[src/rtl/core/nac_pkg.sv]
// shared types and constants for the neighbour address cache
`timescale 1ns / 1ps
`default_nettype none

package nac_pkg;

   localparam int IP_W  = 64;
   localparam int KEY_W = 2 * IP_W;
   localparam int MAC_W = 48;
   localparam int STATUS_W = 2;

   localparam logic MODE_INSERT = 1'b0;
   localparam logic MODE_LOOKUP = 1'b1;

   localparam logic [STATUS_W-1:0] STATUS_OK        = 2'd0;
   localparam logic [STATUS_W-1:0] STATUS_NOT_FOUND = 2'd1;
   localparam logic [STATUS_W-1:0] STATUS_FULL      = 2'd2;

   typedef enum logic [1:0] {
      S_IDLE,
      S_SCAN,
      S_RESULT
   } state_type;

endpackage

`default_nettype wire

[src/rtl/core/nac_key_store.sv]
// key memory with registered read port and address comparator
`timescale 1ns / 1ps
`default_nettype none

module nac_key_store
   import nac_pkg::*;
#(
   parameter int ENTRIES = 16
) (
   input  wire logic                                     clock,
   input  wire logic                                     rd_en,
   input  wire logic [((ENTRIES > 1) ? $clog2(ENTRIES) : 1)-1:0] rd_addr,
   input  wire logic                                     wr_en,
   input  wire logic [((ENTRIES > 1) ? $clog2(ENTRIES) : 1)-1:0] wr_addr,
   input  wire logic [KEY_W-1:0]                         wr_key,
   input  wire logic [KEY_W-1:0]                         cmp_key,
   output      logic                                     key_match
);

   logic [KEY_W-1:0] key_mem [ENTRIES];
   logic [KEY_W-1:0] rd_data_ff;

   always_ff @(posedge clock) begin
      if (wr_en) begin
         key_mem[wr_addr] <= wr_key;
      end
   end

   always_ff @(posedge clock) begin
      if (rd_en) begin
         rd_data_ff <= key_mem[rd_addr];
      end
   end

   assign key_match = (rd_data_ff == cmp_key);

endmodule

`default_nettype wire

[src/rtl/core/neighbor_address_cache.sv]
// neighbour address cache: ipv6 to mac table with sequential associative scan
// a request scans the key memory one entry after another, reading one key per entry,
//   and the scan stops early when a match is found; a miss walks all ENTRIES entries
// req_stall holds off new requests until the response enters the output register
// a finished response waits in the output register while the next request is taken
// reset clears all valid flags at once; key and mac memories hold no reset value
`timescale 1ns / 1ps
`default_nettype none

module neighbor_address_cache
   import nac_pkg::*;
#(
   parameter int ENTRIES = 16
) (
   input  wire logic                clock,
   input  wire logic                reset,
   input  wire logic                req_valid,
   output      logic                req_stall,
   input  wire logic                req_mode,
   input  wire logic [IP_W-1:0]     req_ip_high,
   input  wire logic [IP_W-1:0]     req_ip_low,
   input  wire logic [MAC_W-1:0]    req_new_mac,
   output      logic                rsp_valid,
   input  wire logic                rsp_stall,
   output      logic [STATUS_W-1:0] rsp_status,
   output      logic [MAC_W-1:0]    rsp_found_mac
);

   localparam int IW = (ENTRIES > 1) ? $clog2(ENTRIES) : 1;
   localparam int CW = $clog2(ENTRIES + 1);
   localparam logic [IW-1:0] LAST = IW'(ENTRIES - 1);
   localparam logic [CW-1:0] COUNT_END = CW'(ENTRIES);

   state_type state_ff, state_in;

   logic                mode_ff;
   logic [KEY_W-1:0]    key_ff;
   logic [MAC_W-1:0]    mac_ff;
   logic [CW-1:0]       rd_cnt_ff;
   logic                cmp_live_ff;
   logic [IW-1:0]       cmp_idx_ff;
   logic                free_found_ff;
   logic [IW-1:0]       free_idx_ff;
   logic [ENTRIES-1:0]  valid_ff;
   logic [STATUS_W-1:0] res_status_ff, res_status_in;
   logic                res_use_mem_ff, res_use_mem_in;
   logic                rsp_valid_ff;
   logic [STATUS_W-1:0] rsp_status_ff;
   logic [MAC_W-1:0]    rsp_mac_ff;
   logic [MAC_W-1:0]    mac_mem [ENTRIES];
   logic [MAC_W-1:0]    mac_rd_ff;

   logic          req_take;
   logic          rd_go;
   logic          key_match;
   logic          valid_rd;
   logic          hit_now;
   logic          free_any;
   logic [IW-1:0] free_sel;
   logic          key_wr_en;
   logic          mac_wr_en;
   logic [IW-1:0] wr_addr;
   logic          mac_rd_en;
   logic          rsp_load;

   assign req_stall = (state_ff != S_IDLE);
   assign req_take  = req_valid && !req_stall;
   assign rd_go     = (state_ff == S_SCAN) && (rd_cnt_ff < COUNT_END);
   assign valid_rd  = valid_ff[cmp_idx_ff];
   assign hit_now   = cmp_live_ff && valid_rd && key_match;
   assign free_any  = free_found_ff || !valid_rd;
   assign free_sel  = free_found_ff ? free_idx_ff : cmp_idx_ff;

   nac_key_store #(
      .ENTRIES(ENTRIES)
   ) u_key_store (
      .clock    (clock),
      .rd_en    (rd_go),
      .rd_addr  (rd_cnt_ff[IW-1:0]),
      .wr_en    (key_wr_en),
      .wr_addr  (wr_addr),
      .wr_key   (key_ff),
      .cmp_key  (key_ff),
      .key_match(key_match)
   );

   always_ff @(posedge clock) begin
      if (reset) begin
         state_ff <= S_IDLE;
      end else begin
         state_ff <= state_in;
      end
   end

   always_comb begin
      state_in       = state_ff;
      key_wr_en      = 1'b0;
      mac_wr_en      = 1'b0;
      wr_addr        = cmp_idx_ff;
      mac_rd_en      = 1'b0;
      rsp_load       = 1'b0;
      res_status_in  = res_status_ff;
      res_use_mem_in = res_use_mem_ff;
      unique case (state_ff)
         S_IDLE: begin
            if (req_valid) begin
               state_in = S_SCAN;
            end
         end
         S_SCAN: begin
            if (cmp_live_ff && (hit_now || (cmp_idx_ff == LAST))) begin
               state_in       = S_RESULT;
               res_use_mem_in = 1'b0;
               if (mode_ff == MODE_LOOKUP) begin
                  if (hit_now) begin
                     mac_rd_en      = 1'b1;
                     res_status_in  = STATUS_OK;
                     res_use_mem_in = 1'b1;
                  end else begin
                     res_status_in = STATUS_NOT_FOUND;
                  end
               end else begin
                  if (hit_now) begin
                     mac_wr_en     = 1'b1;
                     res_status_in = STATUS_OK;
                  end else if (free_any) begin
                     key_wr_en     = 1'b1;
                     mac_wr_en     = 1'b1;
                     wr_addr       = free_sel;
                     res_status_in = STATUS_OK;
                  end else begin
                     res_status_in = STATUS_FULL;
                  end
               end
            end
         end
         S_RESULT: begin
            if (!rsp_valid_ff || !rsp_stall) begin
               rsp_load = 1'b1;
               state_in = S_IDLE;
            end
         end
         default: begin
            state_in = S_IDLE;
         end
      endcase
   end

   always_ff @(posedge clock) begin
      if (req_take) begin
         mode_ff <= req_mode;
         key_ff  <= {req_ip_high, req_ip_low};
         mac_ff  <= req_new_mac;
      end
      res_status_ff  <= res_status_in;
      res_use_mem_ff <= res_use_mem_in;
      cmp_idx_ff     <= rd_cnt_ff[IW-1:0];
   end

   always_ff @(posedge clock) begin
      if (reset) begin
         rd_cnt_ff     <= '0;
         cmp_live_ff   <= 1'b0;
         free_found_ff <= 1'b0;
         free_idx_ff   <= '0;
      end else begin
         cmp_live_ff <= rd_go;
         if (req_take) begin
            rd_cnt_ff     <= '0;
            free_found_ff <= 1'b0;
         end else begin
            if (rd_go) begin
               rd_cnt_ff <= rd_cnt_ff + CW'(1);
            end
            if ((state_ff == S_SCAN) && cmp_live_ff && !valid_rd && !free_found_ff) begin
               free_found_ff <= 1'b1;
               free_idx_ff   <= cmp_idx_ff;
            end
         end
      end
   end

   always_ff @(posedge clock) begin
      if (reset) begin
         valid_ff <= '0;
      end else if (key_wr_en) begin
         valid_ff[wr_addr] <= 1'b1;
      end
   end

   always_ff @(posedge clock) begin
      if (mac_wr_en) begin
         mac_mem[wr_addr] <= mac_ff;
      end
   end

   always_ff @(posedge clock) begin
      if (mac_rd_en) begin
         mac_rd_ff <= mac_mem[cmp_idx_ff];
      end
   end

   always_ff @(posedge clock) begin
      if (reset) begin
         rsp_valid_ff <= 1'b0;
      end else if (rsp_load) begin
         rsp_valid_ff <= 1'b1;
      end else if (!rsp_stall) begin
         rsp_valid_ff <= 1'b0;
      end
   end

   always_ff @(posedge clock) begin
      if (rsp_load) begin
         rsp_status_ff <= res_status_ff;
         rsp_mac_ff    <= res_use_mem_ff ? mac_rd_ff : '0;
      end
   end

   assign rsp_valid     = rsp_valid_ff;
   assign rsp_status    = rsp_status_ff;
   assign rsp_found_mac = rsp_mac_ff;

endmodule

`default_nettype wire
[config.mk]
export PLATFORM = sky130hd
export DESIGN_NAME = neighbor_address_cache
export DESIGN_NICKNAME = d
export VERILOG_FILES = /design/src/rtl/core/nac_pkg.sv /design/src/rtl/core/nac_key_store.sv /design/src/rtl/core/neighbor_address_cache.sv
export SDC_FILE = /design/constraint.sdc
export NUM_CORES = 2
export LEC_CHECK = 0
export BUFFER_PORTS_ARGS = -buffer_cell sky130_fd_sc_hd__buf_4
export CORE_ASPECT_RATIO = 0.7
export CORE_UTILIZATION = 60
export DETAILED_ROUTE_END_ITERATION = 10
export PLACE_DENSITY = 0.77
export SLEW_MARGIN = 20
export SYNTH_ARGS = -nofsm -noshare
export SYNTH_HDL_FRONTEND = slang
export SYNTH_SLANG_ARGS = --single-unit
export TNS_END_PERCENT = 30
[constraint.sdc]
create_clock -name clock -period 33 [get_ports clock]
set_input_delay 6.6 -clock clock [delete_from_list [all_inputs] [get_ports clock]]
set_output_delay 6.6 -clock clock [all_outputs]
set_load 0.05 [all_outputs]
==> After elaboration in Yosys (flattened, before gate mapping) <==
Memories as Yosys holds them, arrays and structs flattened. A register that Yosys moved wholly into a read port is not among the register bits.
Cells that the tools add are included.
{ "op_classes": {"n_addsub": 1, "order_cmp": 4, "n_mux": 39, "n_reduce_logical": 23, "eq_ne": 8, "bitwise": 2} }
{ "op_table": {"columns": ["cell", "n"], "rows": [
  ["128-bit equality test", 1],
  ["1-bit 2-to-1 mux", 24],
  ["4-bit 2-to-1 mux", 6],
  ["16-bit OR", 1],
  ["2-bit 2-to-1 mux", 6],
  ["4-bit by 5-bit < comparator with 1-bit output (second input constant)", 2],
  ["1-bit logical AND", 9],
  ["2-bit one-hot mux with 3 select lines", 1],
  ["5-bit by 1-bit adder with 5-bit output (second input constant)", 1],
  ["1-bit logical NOT", 5],
  ["5-bit < comparator (second input constant)", 1],
  ["1-bit binary-select mux with 4-bit select", 1],
  ["1-bit demux with 4-bit select", 1],
  ["4-bit equality test (second input constant)", 1],
  ["4-bit by 1-bit >= comparator with 1-bit output (second input constant)", 1],
  ["2-bit by 1-bit != test with 1-bit output (second input constant)", 2],
  ["2-bit != test (second input constant)", 2],
  ["2-bit AND reduction", 2],
  ["1-bit logical OR", 3],
  ["3-bit AND reduction", 1],
  ["2-bit by 1-bit equality test with 1-bit output (second input constant)", 1],
  ["2-bit equality test (second input constant)", 1],
  ["2-bit logical NOT", 1],
  ["2-bit nonzero test", 1],
  ["2 further kinds", 2]
]} }
{ "totals": {"n_memories": 2, "register_bits": 264, "ram_bits": 2816} }
{ "memory_table": {"columns": ["name", "words", "width", "rd", "rd_ports_with_merged_regs", "wr", "line", "rtl"], "rows": [
  ["u_key_store.key_mem", 16, 128, 1, 1, 1, "nac_key_store.sv:20", "logic [KEY_W-1:0] key_mem [ENTRIES];"],
  ["mac_mem", 16, 48, 1, 1, 1, "neighbor_address_cache.sv:50", "logic [MAC_W-1:0] mac_mem [ENTRIES];"]
]} }

==> Longest topological paths before layout <==
{ "depth": {"depth_word": 14, "mapped_depth": 10, "ltp_nobuf": 9} }

==> Modules after synthesis <==
Synthesis repeated with hierarchy kept, for this count alone.
{ "unflattened": {"hier_cells": 5150, "area_unflattened_um2": 121850.6} }
{ "by_module_without_submodules": {"columns": ["module", "area_each_um2", "n_inst", "cells_each"], "rows": [
  ["nac_key_store", 82060.0, 1, 3196],
  ["neighbor_address_cache", 39790.7, 1, 1954]
]} }

==> Least setup slack after synthesis <==
Ideal clock, no wire load.
{ "synth_path": {"kind": "input-to-reg", "from": "in req_valid", "to": "reg free_idx_ff[0]", "slack_ns": 17.941, "setup_ns": 0.128, "path_buffers": 0, "t_arrival_ns": 14.932, "t_required_ns": 32.872, "path_stages": 5, "path_cell_list": "inv_1 nor2_1 nor4_2 mux2i_1 nor2_1"} }
{ "synth_between": {"elab_chain_cells": 3} }
{ "synth_rtl": {"columns": ["element", "line", "rtl"], "rows": [
  ["start, declared", "neighbor_address_cache.sv:17", "input wire logic req_valid,"],
  ["1-bit logical AND", "neighbor_address_cache.sv:67", "assign req_take = req_valid && !req_stall;"],
  ["net req_take", "neighbor_address_cache.sv:53", "logic req_take;"],
  ["1-bit NOT (no source line)", null, null],
  ["2-bit AND reduction (no source line)", null, null],
  ["end signal, assigned", "neighbor_address_cache.sv:177", "free_idx_ff <= cmp_idx_ff;"],
  ["end, declared", "neighbor_address_cache.sv:43", "logic [IW-1:0] free_idx_ff;"]
]} }
The timed path passes the listed nets, and every way through them passes these cells.
A chain may end at the register's enable or synchronous reset.

==> Final worst setup path <==
{ "layout_path": {"from": "in req_valid", "to": "reg key_ff[113], enable pin"} }
{ "layout_between": {"elab_chain_cells": 1} }
{ "layout_rtl": {"columns": ["element", "line", "rtl"], "rows": [
  ["1-bit logical AND", "neighbor_address_cache.sv:67", null],
  ["net req_take", "neighbor_address_cache.sv:53", null],
  ["end signal, assigned", "neighbor_address_cache.sv:152", "key_ff <= {req_ip_high, req_ip_low};"],
  ["end, declared", "neighbor_address_cache.sv:37", "logic [KEY_W-1:0] key_ff;"]
]} }
The timed path passes the listed nets, and every way through them passes these cells.

==> summary.log <==
[clocking] clock latency on the worst-skew pair 850 ps
[drt] number of iterations in the first detailed-routing pass 7
[placement] placement-stage cell area 127000 um^2
[clocking] PostCTS Resize Cnt 0
[timing] Peak Freq 110 MHz
[finish] ratio of cells with drive above 1 in the final layout 30.5%
[power] cell area power density 61.2 nW/um^2
[placement] input/output buffers 232
[yosys] Syn Nets 5019
[yosys] post-synthesis sequential area ratio 80.3%
[drt] total routed wirelength 292 mm
[grt] total grt overflow 0
[critical_path] endpoint kind of the worst setup timing path flip-flop
[grt] number of global-route vias before repair 56900
[min_path] worst hold path endpoint valid_ff[6]
[clocking] TritonCTS Sinks 3256
[yosys] Main synth FF type sky130_fd_sc_hd__edfxtp_1
[min_path] worst min-delay path class reg -> reg
[drt] DR vias 56500
[yosys] post-synthesis sequential element count 3256
[floorplanning] floorplan die width 539 um
[yosys] Yosys warning count 0
[critical_path] data arrival at the endpoint of the critical path 9530 ps
[clocking] number of buffers on the longest clock path 4
[timing] tightest slew margin relative to the limit 14.1%
[clocking] TritonCTS clock tree built
[grt] initial antenna violation count 11
[timing] setup violators final 0
[timing] shortest clock period the worst path allows after layout 9090 ps
[grt] met3 track demand over resource 5.86%
[yosys] fraction of registers with async set or reset after synthesis 0%
[grt] routing usage on met2 45.6%
[floorplanning] count of standard-cell rows 137
[drt] final routed wire length divided by cell count 36.0 um
[timing] Worst Max-Slew Pin Slew 1280 ps
[status] outcome completed
[clocking] buffers inserted during post-CTS setup optimization 0
[finish] leading cell types in the layout, fill and taps excluded sky130_fd_sc_hd__edfxtp_1 (3222), sky130_fd_sc_hd__mux4_2 (885), sky130_fd_sc_hd__buf_4 (323)
[min_path] Worst Min Path Start valid_ff[6]
[clocking] number of H-tree levels 5
[finish] post-route cell area 136000 um^2
[timing] max-slew violations 0
[critical_path] top fanout value on the critical path 50
[flow_run] count of max-cap constraint violations 0
[floorplanning] area enclosed by the die boundary 204000 um^2
[clocking] Inserted Clock Buffers 296
[floorplanning] area of the core 200000 um^2
[power] maximum vdd drop 39.2 uV
[finish] final standard cell count with taps included and fillers excluded 8124
[drt] DRC violation count after routing 0
[drt] drt first-iter violations 7994
[clocking] clock transition at the registers of the reported paths 60 ps
[yosys] area of the mapped netlist 121000 um^2
[finish] layout overhead on the synthesized area 12.0%
[critical_path] launch point of the worst reg-to-reg path key_ff[90]
[grt] global route hottest layer met2
[finish] core occupancy in the finished layout 67.9%
[power] leakage component of the power 41.0 nW
[placement] global placement routability congestion 0.799
[critical_path] length in cells of the worst reg-to-reg path 12
[clocking] root buffer cell sky130_fd_sc_hd__clkbuf_16
[min_path] cell count of the worst hold path 2
[grt] overall global routing resource usage 28.9%
[critical_path] most prevalent standard cell on the critical path sky130_fd_sc_hd__buf_4
[drt] per-cell via count in the routed design 6.95
[grt] maximum number of pins on one net before global-route repair 103
[critical_path] R2R setup slack 25430 ps
[critical_path] critical path's slowest cell sky130_fd_sc_hd__buf_4
[critical_path] data required time of the worst path 33450 ps
[clocking] Hold-fix buffers, CTS 0
[finish] # nets final 5442
[power] Power, Total 8.31 mW
[timing] setup TNS 0 ps
[grt] wire length of the first global-routing pass 413 mm
[finish] most frequent standard cell in the layout excluding fill and tap cells sky130_fd_sc_hd__edfxtp_1
[drt] Antenna Violating Nets Remaining 0
[floorplanning] I/O pins 233
[timing] unrepaired setup endpoints after global routing false
[yosys] number of enable-type register cells in the synthesized netlist 3222
[timing] count of final hold-check violations 0
[critical_path] Critical Path Source Type primary input
[critical_path] capture instance of the worst register-to-register path u_key_store.key_mem[2][105]
[critical_path] cells traversed along the worst timing path buf_4 -> inv_1 -> nor2_4 -> buf_4 -> buf_4 -> buf_4
[grt] M1 GR Usage 41.4%
[placement] HPWL Detailed 137 mm
[placement] placed cells 7602
[critical_path] Setup CP Type in -> reg
[timing] worst setup skew after layout 66.7 ps
[timing] ratio of final minimum period to clock period 27.5%
[yosys] Post-Synthesis Cells 4837
[floorplanning] starting density of the core 60.6%
[floorplanning] die extent in y 378 um
[critical_path] maximum cell stage delay along the critical path 870 ps
[yosys] library cells used by synthesis 54
[yosys] mean instance size in the synthesized netlist 25.1 um^2
-- report_power, final --
group | total [mW] | internal, mW | switching [mW]
sequential | 4.69 | 4.60 | 0.0842
clock | 3.32 | 1.85 | 1.47
combinational | 0.304 | 0.139 | 0.164
total | 8.31 | 6.60 | 1.72
-- stage by stage --
| step | setup slack, ps | hold slack (ps) |
|---|---|---|
| global route | 23940 | 474 |
| detailed placement | 23140 | 443 |
| global placement | 23180 | 431 |
| finish | 23910 | 447 |
| floorplan | 17940 | 329 |
| CTS | 24020 | 452 |
-- worst max-delay path, delay by kind of cell --
| family | cells | cell delay [ps] |
|---|---|---|
| buffers and inverters | 5 | 2640 |
| and+or+nand+nor | 1 | 160 |
-- cell families after synthesis --
kind of cell	count (synthesis)	synth area share (%)
fa+ha+maj	1	0.0103
compound gates	59	0.392
mux	889	16.5
simple gates	292	1.37
buf+inv	250	0.783
xor+xnor	90	0.650
flops	3256	80.3
-- cell usage after synthesis (all sizes together) (6+ instances only) --
cell type,n,area share (%)
o22ai,8,0.041
o2111ai,6,0.043
clkbuf,137,0.42
nand2b,49,0.25
o21ai,6,0.031
xnor2,80,0.58
nor3,21,0.11
a21oi,12,0.050
nand4,48,0.25
and2,49,0.25
nor4,14,0.077
edfxtp,3222,80
nand2,23,0.071
nand3,13,0.058
inv,42,0.13
mux4,885,16
dfxtp,34,0.56
buf,71,0.23
nor2,46,0.14
xor2,10,0.072
nor2b,13,0.067
-- flip-flops by register name, summed over array words and instances, names as in the netlist --
signal / count
res_use_mem_ff: 1
mac_rd_ff: 48
mac_mem: 768
rsp_status: 2
cmp_idx_ff: 4
cmp_live_ff: 1
u_key_store.key_mem: 2048
free_found_ff: 1
free_idx_ff: 4
rd_cnt_ff: 5
mode_ff: 1
rsp_found_mac: 48
mac_ff: 48
u_key_store.rd_data_ff: 128
res_status_ff: 2
rsp_valid: 1
valid_ff: 16
state_ff: 2
key_ff: 128
-- layout make-up --
type	count	area (um^2)
sequential	3256	97500
fill	11500	64200
multi-input combinational	1331	23200
clock buffer	364	7830
tap	2641	3300
timing repair buffer	333	2610
clock inverter	152	1320
inverter	42	188
antenna	5	12.5
-- how the worst max path moves through the flow --
stage | cells past startpoint | slack (ps) | to | from
4_1_cts | 6 | 24020 | key_ff[113] | req_valid
2_1_floorplan | 5 | 17940 | free_idx_ff[0] | req_valid
3_5_place_dp | 6 | 23140 | key_ff[97] | req_valid
5_1_grt | 6 | 23940 | key_ff[113] | req_valid
6_report | 6 | 23910 | key_ff[113] | req_valid
3_3_place_gp | 6 | 23180 | key_ff[97] | req_valid
-- per-layer routing --
| layer | part of all wire [%] | up-vias |
|---|---|---|
| li1 | - | 21700 |
| met1 | 37 | 30000 |
| met2 | 48 | 4140 |
| met3 | 11 | 613 |
| met4 | 3.2 | 4 |
| met5 | 0.0079 | - |
Note: power is estimated with default switching activity, not from simulation.
